**src/rtl/core/lpfd_pkg.sv**
```systemverilog
// Shared types and constants of the length-prefixed frame deframer.
package lpfd_pkg;

  localparam int unsigned ByteW    = 8;
  localparam int unsigned WordW    = 32;
  localparam int unsigned HdrBytes = 8;
  localparam int unsigned HdrCntW  = $clog2(HdrBytes);
  localparam int unsigned CfgIdxW  = 8;

  localparam logic [WordW-1:0] MaxLenReset = 32'd1024;

  typedef enum logic [1:0] {
    STATUS_PAYLOAD   = 2'd0,
    STATUS_BAD_MAGIC = 2'd1,
    STATUS_EMPTY     = 2'd2,
    STATUS_OVERFLOW  = 2'd3
  } status_e;

  typedef enum logic [CfgIdxW-1:0] {
    CFG_FRAME_MAGIC     = 8'd0,
    CFG_MAX_PAYLOAD_LEN = 8'd1
  } cfg_idx_e;

  typedef struct packed {
    logic [ByteW-1:0] payload_byte;
    logic             frame_end;
    status_e          status;
  } result_t;

  typedef struct packed {
    logic [WordW-1:0] frame_magic;
    logic [WordW-1:0] max_payload_len;
  } cfg_t;

  typedef struct packed {
    logic in_payload;
    logic halted;
  } parse_stat_t;

endpackage

```
**src/rtl/core/length_prefix_frame_deframer.sv**
```systemverilog
// Top level of the length-prefixed frame deframer.
// Takes one received byte per item and collects an 8-byte header (big-endian magic word, then
// big-endian payload length); the following length bytes come out one per item with the last
// one marked by tlast. A header with a wrong magic, a zero length or a length above
// max_payload_len yields one error item (tdata zero) and the block then drops every byte
// until reset. The header check and payload counter sit between the input and a single result
// register, and a byte is taken whenever that register is empty or being read, so throughput
// is one byte per clock; a byte's result shows on the output in the cycle after it is taken.
module length_prefix_frame_deframer (
  input  logic                         clk_i,
  input  logic                         rst_ni,
  // Input stream: tdata = rx_byte[7:0].
  input  logic                         s_axis_tvalid_i,
  output logic                         s_axis_tready_o,
  input  logic [lpfd_pkg::ByteW-1:0]   s_axis_tdata_i,
  // Output stream: tdata = payload_byte[7:0], tlast = frame_end, tuser = status[1:0].
  output logic                         m_axis_tvalid_o,
  input  logic                         m_axis_tready_i,
  output logic [lpfd_pkg::ByteW-1:0]   m_axis_tdata_o,
  output logic                         m_axis_tlast_o,
  output logic [1:0]                   m_axis_tuser_o,
  // Configuration writes.
  input  logic                         cfg_valid_i,
  output logic                         cfg_ready_o,
  input  logic [lpfd_pkg::CfgIdxW-1:0] cfg_index_i,
  input  logic [lpfd_pkg::WordW-1:0]   cfg_data_i
);
  import lpfd_pkg::*;

  cfg_t        cfg;
  result_t     res;
  result_t     out_res;
  parse_stat_t stat;
  logic        res_valid;
  logic        space;
  logic        in_fire;

  assign s_axis_tready_o = space;
  assign in_fire         = s_axis_tvalid_i && space;

  lpfd_cfg u_cfg (
    .clk_i       (clk_i),
    .rst_ni      (rst_ni),
    .cfg_valid_i (cfg_valid_i),
    .cfg_ready_o (cfg_ready_o),
    .cfg_index_i (cfg_index_i),
    .cfg_data_i  (cfg_data_i),
    .cfg_o       (cfg)
  );

  lpfd_parse u_parse (
    .clk_i       (clk_i),
    .rst_ni      (rst_ni),
    .in_fire_i   (in_fire),
    .rx_byte_i   (s_axis_tdata_i),
    .cfg_i       (cfg),
    .res_valid_o (res_valid),
    .res_o       (res),
    .stat_o      (stat)
  );

  lpfd_out_reg u_out (
    .clk_i   (clk_i),
    .rst_ni  (rst_ni),
    .load_i  (res_valid),
    .res_i   (res),
    .space_o (space),
    .valid_o (m_axis_tvalid_o),
    .ready_i (m_axis_tready_i),
    .res_o   (out_res)
  );

  assign m_axis_tdata_o = out_res.payload_byte;
  assign m_axis_tlast_o = out_res.frame_end;
  assign m_axis_tuser_o = out_res.status;

  // Once halted, the block stays halted until reset.
  a_halt_sticky: assert property (@(posedge clk_i) disable iff (!rst_ni)
    stat.halted |=> stat.halted)
    else $error("halted flag cleared without reset");

  // A halted block produces no further results.
  a_halt_silent: assert property (@(posedge clk_i) disable iff (!rst_ni)
    stat.halted |-> !res_valid)
    else $error("result produced while halted");

  // An error result always sets the halted flag.
  a_err_halts: assert property (@(posedge clk_i) disable iff (!rst_ni)
    (res_valid && res.status != STATUS_PAYLOAD) |=> stat.halted)
    else $error("error result without halting");

  // Payload passing and the halted state never coexist.
  a_state_excl: assert property (@(posedge clk_i) disable iff (!rst_ni)
    !(stat.in_payload && stat.halted))
    else $error("payload state while halted");

endmodule

```
**src/rtl/core/lpfd_cfg.sv**
```systemverilog
// Configuration registers of the deframer.
module lpfd_cfg (
  input  logic                         clk_i,
  input  logic                         rst_ni,
  input  logic                         cfg_valid_i,
  output logic                         cfg_ready_o,
  input  logic [lpfd_pkg::CfgIdxW-1:0] cfg_index_i,
  input  logic [lpfd_pkg::WordW-1:0]   cfg_data_i,
  output lpfd_pkg::cfg_t               cfg_o
);
  import lpfd_pkg::*;

  logic [WordW-1:0] magic_q, magic_d;
  logic [WordW-1:0] max_len_q, max_len_d;

  assign cfg_ready_o = 1'b1;

  always_comb begin
    magic_d   = magic_q;
    max_len_d = max_len_q;
    if (cfg_valid_i) begin
      case (cfg_index_i)
        CFG_FRAME_MAGIC:     magic_d   = cfg_data_i;
        CFG_MAX_PAYLOAD_LEN: max_len_d = cfg_data_i;
        default: ;
      endcase
    end
  end

  always_ff @(posedge clk_i or negedge rst_ni) begin
    if (!rst_ni) begin
      magic_q   <= '0;
      max_len_q <= MaxLenReset;
    end else begin
      magic_q   <= magic_d;
      max_len_q <= max_len_d;
    end
  end

  assign cfg_o.frame_magic     = magic_q;
  assign cfg_o.max_payload_len = max_len_q;

endmodule

```
**src/rtl/core/lpfd_parse.sv**
```systemverilog
// Header collection, header check and payload counting, one byte per cycle while input bytes are taken.
module lpfd_parse (
  input  logic                       clk_i,
  input  logic                       rst_ni,
  input  logic                       in_fire_i,
  input  logic [lpfd_pkg::ByteW-1:0] rx_byte_i,
  input  lpfd_pkg::cfg_t             cfg_i,
  output logic                       res_valid_o,
  output lpfd_pkg::result_t          res_o,
  output lpfd_pkg::parse_stat_t      stat_o
);
  import lpfd_pkg::*;

  localparam int unsigned HdrKeepW = (HdrBytes - 1) * ByteW;

  logic                in_payload_q, in_payload_d;
  logic                halted_q, halted_d;
  logic [HdrCntW-1:0]  hdr_cnt_q, hdr_cnt_d;
  logic [HdrKeepW-1:0] hdr_q, hdr_d;
  logic [WordW-1:0]    remain_q, remain_d;

  logic [WordW-1:0] magic;
  logic [WordW-1:0] length;

  // The oldest stored bytes form the magic word, the rest plus this byte the length.
  assign magic  = hdr_q[HdrKeepW-1 -: WordW];
  assign length = {hdr_q[WordW-ByteW-1:0], rx_byte_i};

  always_comb begin
    in_payload_d = in_payload_q;
    halted_d     = halted_q;
    hdr_cnt_d    = hdr_cnt_q;
    hdr_d        = hdr_q;
    remain_d     = remain_q;
    res_valid_o  = 1'b0;
    res_o        = '{payload_byte: rx_byte_i, frame_end: 1'b0, status: STATUS_PAYLOAD};
    if (in_fire_i && !halted_q) begin
      if (in_payload_q) begin
        res_valid_o = 1'b1;
        remain_d    = remain_q - WordW'(1);
        if (remain_q == WordW'(1)) begin
          res_o.frame_end = 1'b1;
          in_payload_d    = 1'b0;
        end
      end else if (hdr_cnt_q == HdrCntW'(HdrBytes - 1)) begin
        hdr_cnt_d = '0;
        if (magic != cfg_i.frame_magic) begin
          res_o.status = STATUS_BAD_MAGIC;
        end else if (length == '0) begin
          res_o.status = STATUS_EMPTY;
        end else if (length > cfg_i.max_payload_len) begin
          res_o.status = STATUS_OVERFLOW;
        end
        if (res_o.status != STATUS_PAYLOAD) begin
          res_valid_o        = 1'b1;
          res_o.payload_byte = '0;
          halted_d           = 1'b1;
        end else begin
          in_payload_d = 1'b1;
          remain_d     = length;
        end
      end else begin
        hdr_cnt_d = hdr_cnt_q + HdrCntW'(1);
        hdr_d     = {hdr_q[HdrKeepW-ByteW-1:0], rx_byte_i};
      end
    end
  end

  always_ff @(posedge clk_i or negedge rst_ni) begin
    if (!rst_ni) begin
      in_payload_q <= 1'b0;
      halted_q     <= 1'b0;
      hdr_cnt_q    <= '0;
    end else begin
      in_payload_q <= in_payload_d;
      halted_q     <= halted_d;
      hdr_cnt_q    <= hdr_cnt_d;
    end
  end

  always_ff @(posedge clk_i) begin
    hdr_q    <= hdr_d;
    remain_q <= remain_d;
  end

  assign stat_o.in_payload = in_payload_q;
  assign stat_o.halted     = halted_q;

endmodule

```
**src/rtl/core/lpfd_out_reg.sv**
```systemverilog
// Result register toward the output stream; frees itself whenever taken.
module lpfd_out_reg (
  input  logic              clk_i,
  input  logic              rst_ni,
  input  logic              load_i,
  input  lpfd_pkg::result_t res_i,
  output logic              space_o,
  output logic              valid_o,
  input  logic              ready_i,
  output lpfd_pkg::result_t res_o
);
  import lpfd_pkg::*;

  logic    valid_q, valid_d;
  result_t res_q;

  // A new result may enter in the same cycle the held one leaves.
  assign space_o = !valid_q || ready_i;

  always_comb begin
    valid_d = valid_q;
    if (ready_i) begin
      valid_d = 1'b0;
    end
    if (load_i) begin
      valid_d = 1'b1;
    end
  end

  always_ff @(posedge clk_i or negedge rst_ni) begin
    if (!rst_ni) begin
      valid_q <= 1'b0;
    end else begin
      valid_q <= valid_d;
    end
  end

  always_ff @(posedge clk_i) begin
    if (load_i) begin
      res_q <= res_i;
    end
  end

  assign valid_o = valid_q;
  assign res_o   = res_q;

endmodule
```
**config.mk**
```make
export PLATFORM = sky130hd
export DESIGN_NAME = length_prefix_frame_deframer
export DESIGN_NICKNAME = d
export VERILOG_FILES = /design/src/rtl/core/lpfd_pkg.sv /design/src/rtl/core/length_prefix_frame_deframer.sv /design/src/rtl/core/lpfd_cfg.sv /design/src/rtl/core/lpfd_parse.sv /design/src/rtl/core/lpfd_out_reg.sv
export SDC_FILE = /design/constraint.sdc
export NUM_CORES = 1
export LEC_CHECK = 0
export ABC_AREA = 1
export BUFFER_PORTS_ARGS = -buffer_cell sky130_fd_sc_hd__buf_2
export CORE_MARGIN = 2
export CORE_UTILIZATION = 60
export DETAILED_ROUTE_END_ITERATION = 6
export GPL_ROUTABILITY_DRIVEN = 0
export HOLD_SLACK_MARGIN = 0.05
export PLACE_DENSITY = 0.89
export SLEW_MARGIN = 5
export SYNTH_ARGS = -nofsm -noshare
export SYNTH_HDL_FRONTEND = slang
export SYNTH_SLANG_ARGS = --single-unit
```
**constraint.sdc**
```tcl
create_clock -name clk_i -period 10.6 [get_ports clk_i]
set_clock_uncertainty 0.1 [all_clocks]
set_input_delay 1.59 -clock clk_i [delete_from_list [all_inputs] [get_ports clk_i]]
set_output_delay 1.59 -clock clk_i [all_outputs]
set_load 0.01 [all_outputs]
```
# Word-level counts from Yosys, hierarchy flattened
# Cells that the tools add are included.
[word_totals] wordCells=68 regBits=169
[classes] n_reduce_logical=18 magnitude_cmp=1 eq_ne=5 n_bitwise=3 muxes=28 addsub=2
[op_table] op="two-way mux 32 bit" count=3
[op_table] op="equality test 32 x 1 -> 1 bit, second input constant" count=1
[op_table] op="> comparator 32 bit" count=1
[op_table] op="zero test 32 bit" count=1
[op_table] op="inequality test 32 bit" count=1
[op_table] op="subtractor 32 x 1 -> 32 bit, second input constant" count=1
[op_table] op="two-way mux 8 bit" count=3
[op_table] op="two-way mux 2 bit" count=8
[op_table] op="two-way mux 1 bit" count=12
[op_table] op="two-way mux 11 bit" count=1
[op_table] op="equality test 8 x 1 -> 1 bit, second input constant" count=1
[op_table] op="zero test 8 bit" count=1
[op_table] op="AND reduction 2 bit" count=4
[op_table] op="AND reduction 3 bit" count=2
[op_table] op="nonzero test 2 bit" count=3
[op_table] op="AND reduction 4 bit" count=1
[op_table] op="adder 3 x 1 -> 3 bit, second input constant" count=1
[op_table] op="equality test 3 bit, second input constant" count=1
[op_table] op="two-way mux 3 bit" count=1
[op_table] op="NOT 1 bit" count=3
[op_table] op="OR reduction 3 bit" count=1
[op_table] op="logical AND 1 bit" count=2
[op_table] op="zero test 1 bit" count=2
[op_table] op="inequality test 2 x 1 -> 1 bit, second input constant" count=1
[op_table] op="logical OR 1 bit" count=1

# Logic depth before layout (Yosys ltp)
[depth] word_depth=13 mapped_depth=18 ltp_nobuf=18

# Cells and area by module
# A second synthesis with hierarchy kept.
[unflattened] cells_unflattened=897 area_unflattened_um2=8456.9
[by_module_without_submodules] mod="lpfd_parse" cells_per_inst=580 instances=1 area_each_um2=5467.7
[by_module_without_submodules] mod="lpfd_cfg" cells_per_inst=299 instances=1 area_each_um2=2606.2
[by_module_without_submodules] mod="lpfd_out_reg" cells_per_inst=16 instances=1 area_each_um2=375.4
[by_module_without_submodules] mod="length_prefix_frame_deframer" cells_per_inst=2 instances=1 area_each_um2=7.5

# Worst setup path before layout
# Ideal clock, no wire load.
[synth_path] kind="input to register" from="input port m_axis_tready_i" to="register u_parse.hdr_q[0] (enable)" arrival_ps=4508 setup_ps=473 n_path_buf=0 path_stages=6 setup_slack_ps=5520 path_cell_list="nor2_1 -> inv_1 -> nand3_1 -> nor2_1 -> inv_1 -> nor2_1"
[synth_between] elab_chain_cells=4
[synth_rtl] item="start: declaration" line="length_prefix_frame_deframer.sv:18" source="input logic m_axis_tready_i,"
[synth_rtl] item="logical OR 1 bit" line="lpfd_out_reg.sv:18" source="assign space_o = !valid_q || ready_i;"
[synth_rtl] item="named net s_axis_tready_o" line="length_prefix_frame_deframer.sv:14" source="output logic s_axis_tready_o,"
[synth_rtl] item="logical AND 1 bit" line="length_prefix_frame_deframer.sv:39" source="assign in_fire = s_axis_tvalid_i && space;"
[synth_rtl] item="logical AND 1 bit" line="lpfd_parse.sv:37" source="if (in_fire_i && !halted_q) begin"
[synth_rtl] item="AND reduction 3 bit (no source line)"
[synth_rtl] item="end signal: assignment" line="lpfd_parse.sv:82" source="hdr_q <= hdr_d;"
[synth_rtl] item="end: declaration" line="lpfd_parse.sv:19" source="logic [HdrKeepW-1:0] hdr_q, hdr_d;"
# The timed path passes the listed nets, and every way through them passes these cells.
# A chain may end at the register's enable or synchronous reset.

# Worst setup path in the final report
[layout_path] from="input port m_axis_tready_i" to="output port s_axis_tready_o"
[layout_between] elab_chain_cells=1
[layout_rtl] item="logical OR 1 bit" line="lpfd_out_reg.sv:18"
[layout_rtl] item="end: declaration" line="length_prefix_frame_deframer.sv:14"
# No other way between the ends.

==> flow_metrics.tcl <==
set metrics [dict create \
    tightestPinTransition_ps 981 \
    dp_hpwl_mm 13.2 \
    routed_wl_mm 18.5 \
    criticalPathCategory "primary input to primary output" \
    run_status "completed" \
    timing.final.crit_share_pct 34.5 \
    netlist_instances 867 \
    ir_drop_mv 0.105 \
    numPortBuffers 65 \
    p_leak_nw 3.83 \
    synth_area_um2 8420 \
    row_count 43 \
    cts_buffers 17 \
    dpl_cell_area_um2 8850 \
    grt_max_degree 71 \
    crit_path_max_fanout 3 \
    power_mw 1.35 \
    switching_share_pct 22.3 \
    ff_latch_area_um2 4730 \
    drtAntennaViolNets 0 \
    p_comb_share_pct 4.8 \
    power_density_nw_per_um2 144 \
    utilization_pct 68.2 \
    nFillCells 1001 \
    crit_path_start_kind "primary input" \
    vias 6256 \
    drtPass1Iterations 6 \
    via_per_inst 5.53 \
    cp-end-kind "primary output" \
    hold_viol 0 \
    postCtsSetupBuffers 0 \
    relSlewSlack_pct 34.2 \
    io_pins 67 \
    ys_ff_latch 169 \
    dieArea_um2 15000 \
    die_w_um 122 \
    synth_edf_count 99 \
    ys_seq_area_share_pct 56.2 \
    grt_pass1_vias 6115 \
    core_um2 13800 \
    drt_iter0_markers 692 \
    clock_latency_ps 430 \
    finalNetCount 1027 \
    final_area_um2 9390 \
    p_seq_share_pct 52.6 \
    maxSlewViolCount 0 \
    rsz0062_at_grt "no" \
    cts_hold_buf 0 \
    synth_nets 956 \
    setup_viol 0 \
    antenna_found_initial 0 \
    final.setup.tns_ps 0 \
    drc 0 \
    period_needed_ps 3660 \
    final_layout_size_suffix_gt1_share_pct 15.4 \
    hp-class "flip-flop to flip-flop" \
    n_antenna_cell 0 \
    ys_warn_count 0 \
    cts_tree "built" \
    wl_per_cell_um 16.4 \
    cts_sinks 169 \
    place_inst 1099 \
    grt_use_total_pct 26.8 \
    avgSynthCellArea_um2 9.71 \
    ctsResizeCount 0 \
    htree_levels 4 \
    ys_types 41 \
    cts.path.max_buffers 2 \
    grt-ovfl-total 0 \
    power.switching_mw 0.302 \
    grt_pass1_wl_mm 30.3 \
    die-height_um 122 \
    fmax_mhz 273 \
    start_util_pct 61.1 \
    area_growth_pct 11.6 \
    synth_ff_type "edfxtp_1" \
    p_clk_share_pct 42.6 \
    multi_input_area_um2 3040 \
    cap_violations 0 \
    root_buffer "clkbuf_16" \
    final_cells 1131 \
    intPower_mw 1.05 \
    cp.arrival_ps 1970 \
    clk_pin_slew_ps 60 \
    required_ps 8910 \
    ys_async_sr_fraction_pct 41.4 \
]
==> cells in the mapped netlist (all sizes together), types with 6 or more instances <==
library cell | number | area, um2
or2 | 8 | 50.1
dfrtp | 69 | 1730
ha | 36 | 450
nor3 | 8 | 45.0
xor2 | 22 | 193
buf | 13 | 143
o21ai | 86 | 528
nand3 | 18 | 90.1
a31oi | 11 | 68.8
nand2 | 193 | 742
xnor2 | 15 | 131
edfxtp | 99 | 2970
inv | 129 | 484
nor4 | 10 | 77.6
nand4 | 14 | 87.6
clkbuf | 6 | 22.5
nor2 | 98 | 388
a21oi | 18 | 90.1
==> registers in the layout, summed over array words and instances (netlist names) <==
name and count:
u_cfg.magic_q 32, u_parse.in_payload_q 1, u_parse.hdr_q 56, u_parse.hdr_cnt_q 3
u_out.res_o 11, u_parse.remain_q 32, u_cfg.max_len_q 32, u_out.valid_o 1
u_parse.halted_q 1
==> cell usage in the layout (no fill, tap or decap), types with 2 or more instances in the layout <==
master and n:
or2_0 2, buf_2 65, dfrtp_1 69, nand2_1 188, o21a_1 2, nand3_1 18
nor3_1 7, a31o_2 2, or2_2 6, nor4_1 9, o21ai_2 26, nand4_1 14
edfxtp_1 99, a21oi_1 18, ha_1 36, clkinvlp_4 5, clkinv_1 3, nor2_4 3
buf_4 6, inv_6 2, clkbuf_16 17, xor2_1 22, nor2_2 2, inv_1 128
o21ai_0 21, clkbuf_1 4, o21ai_1 39, xnor2_1 15, nor2_1 93, nand2_2 4
a31oi_1 11
==> cell type report <==
cell class	instances	share of cell area, %
timing repair buffer	71	3.94
clock inverter	11	1.04
multi-input combinational	549	32.4
tap	180	2.40
inverter	130	5.20
sequential	169	50.3
clock buffer	21	4.69
==> power groups by stage <==
stage               logic (mW)  clock network, mW  registers, mW
floorplan               0.0380                  0          0.723
detailed placement      0.0649                  0          0.725
global placement        0.0605                  0          0.725
global route            0.0747              0.606          0.713
finish                  0.0649              0.578          0.712
CTS                     0.0656              0.578          0.712
==> layer usage <==
layer | share of wire, % | wire length (um) | GRT usage, % | up-vias
li1 | - | - | - | 2984
met1 | 41 | 7560 | 34.6 | 2913
met2 | 48 | 8910 | 43.1 | 299
met3 | 7.1 | 1320 | 5.95 | 60
met4 | 4.0 | 737 | 12.9 | 0
met5 | 0 | 0 | 0 | -
==> logic make-up (layout without fill, tap and decap cells) <==
logic type	Yosys count	after routing	synth area share, %
other	1	1	0.0446
and+or+nand+nor	351	351	17.8
AOI/OAI and AO/OA	124	124	9.02
xor gates and xnor gates	37	37	3.85
DFF	169	169	56.2
buffers and inverters	149	233	7.76
adders and majority gates	36	36	5.35
==> worst paths after layout <==
path,start,endpoint,slack (ps),cells after the start
max,m_axis_tready_i,s_axis_tready_o,6940,4
min,u_parse.halted_q,u_parse.halted_q,360,2
max reg2reg,u_parse.hdr_q[23],u_parse.remain_q[29],7790,10
min reg2reg,u_parse.halted_q,u_parse.halted_q,360,2
max in group asynchronous,rst_ni,u_cfg.max_len_q[2],8560,2
min in group asynchronous,rst_ni,u_cfg.max_len_q[29],1270,2
==> through the flow <==
stage	setup WS [ps]	hold slack [ps]
after floorplan	5520	322
after global placement	6870	352
after detailed placement	6760	351
after CTS	6940	367
after global routing	6880	373
final	6940	362
==> critical path: stages <==
cell and delay (ps):
buf_2 90, nor2_1 90, inv_1 60, buf_2 130
Note: power is estimated with default switching activity, not from simulation.
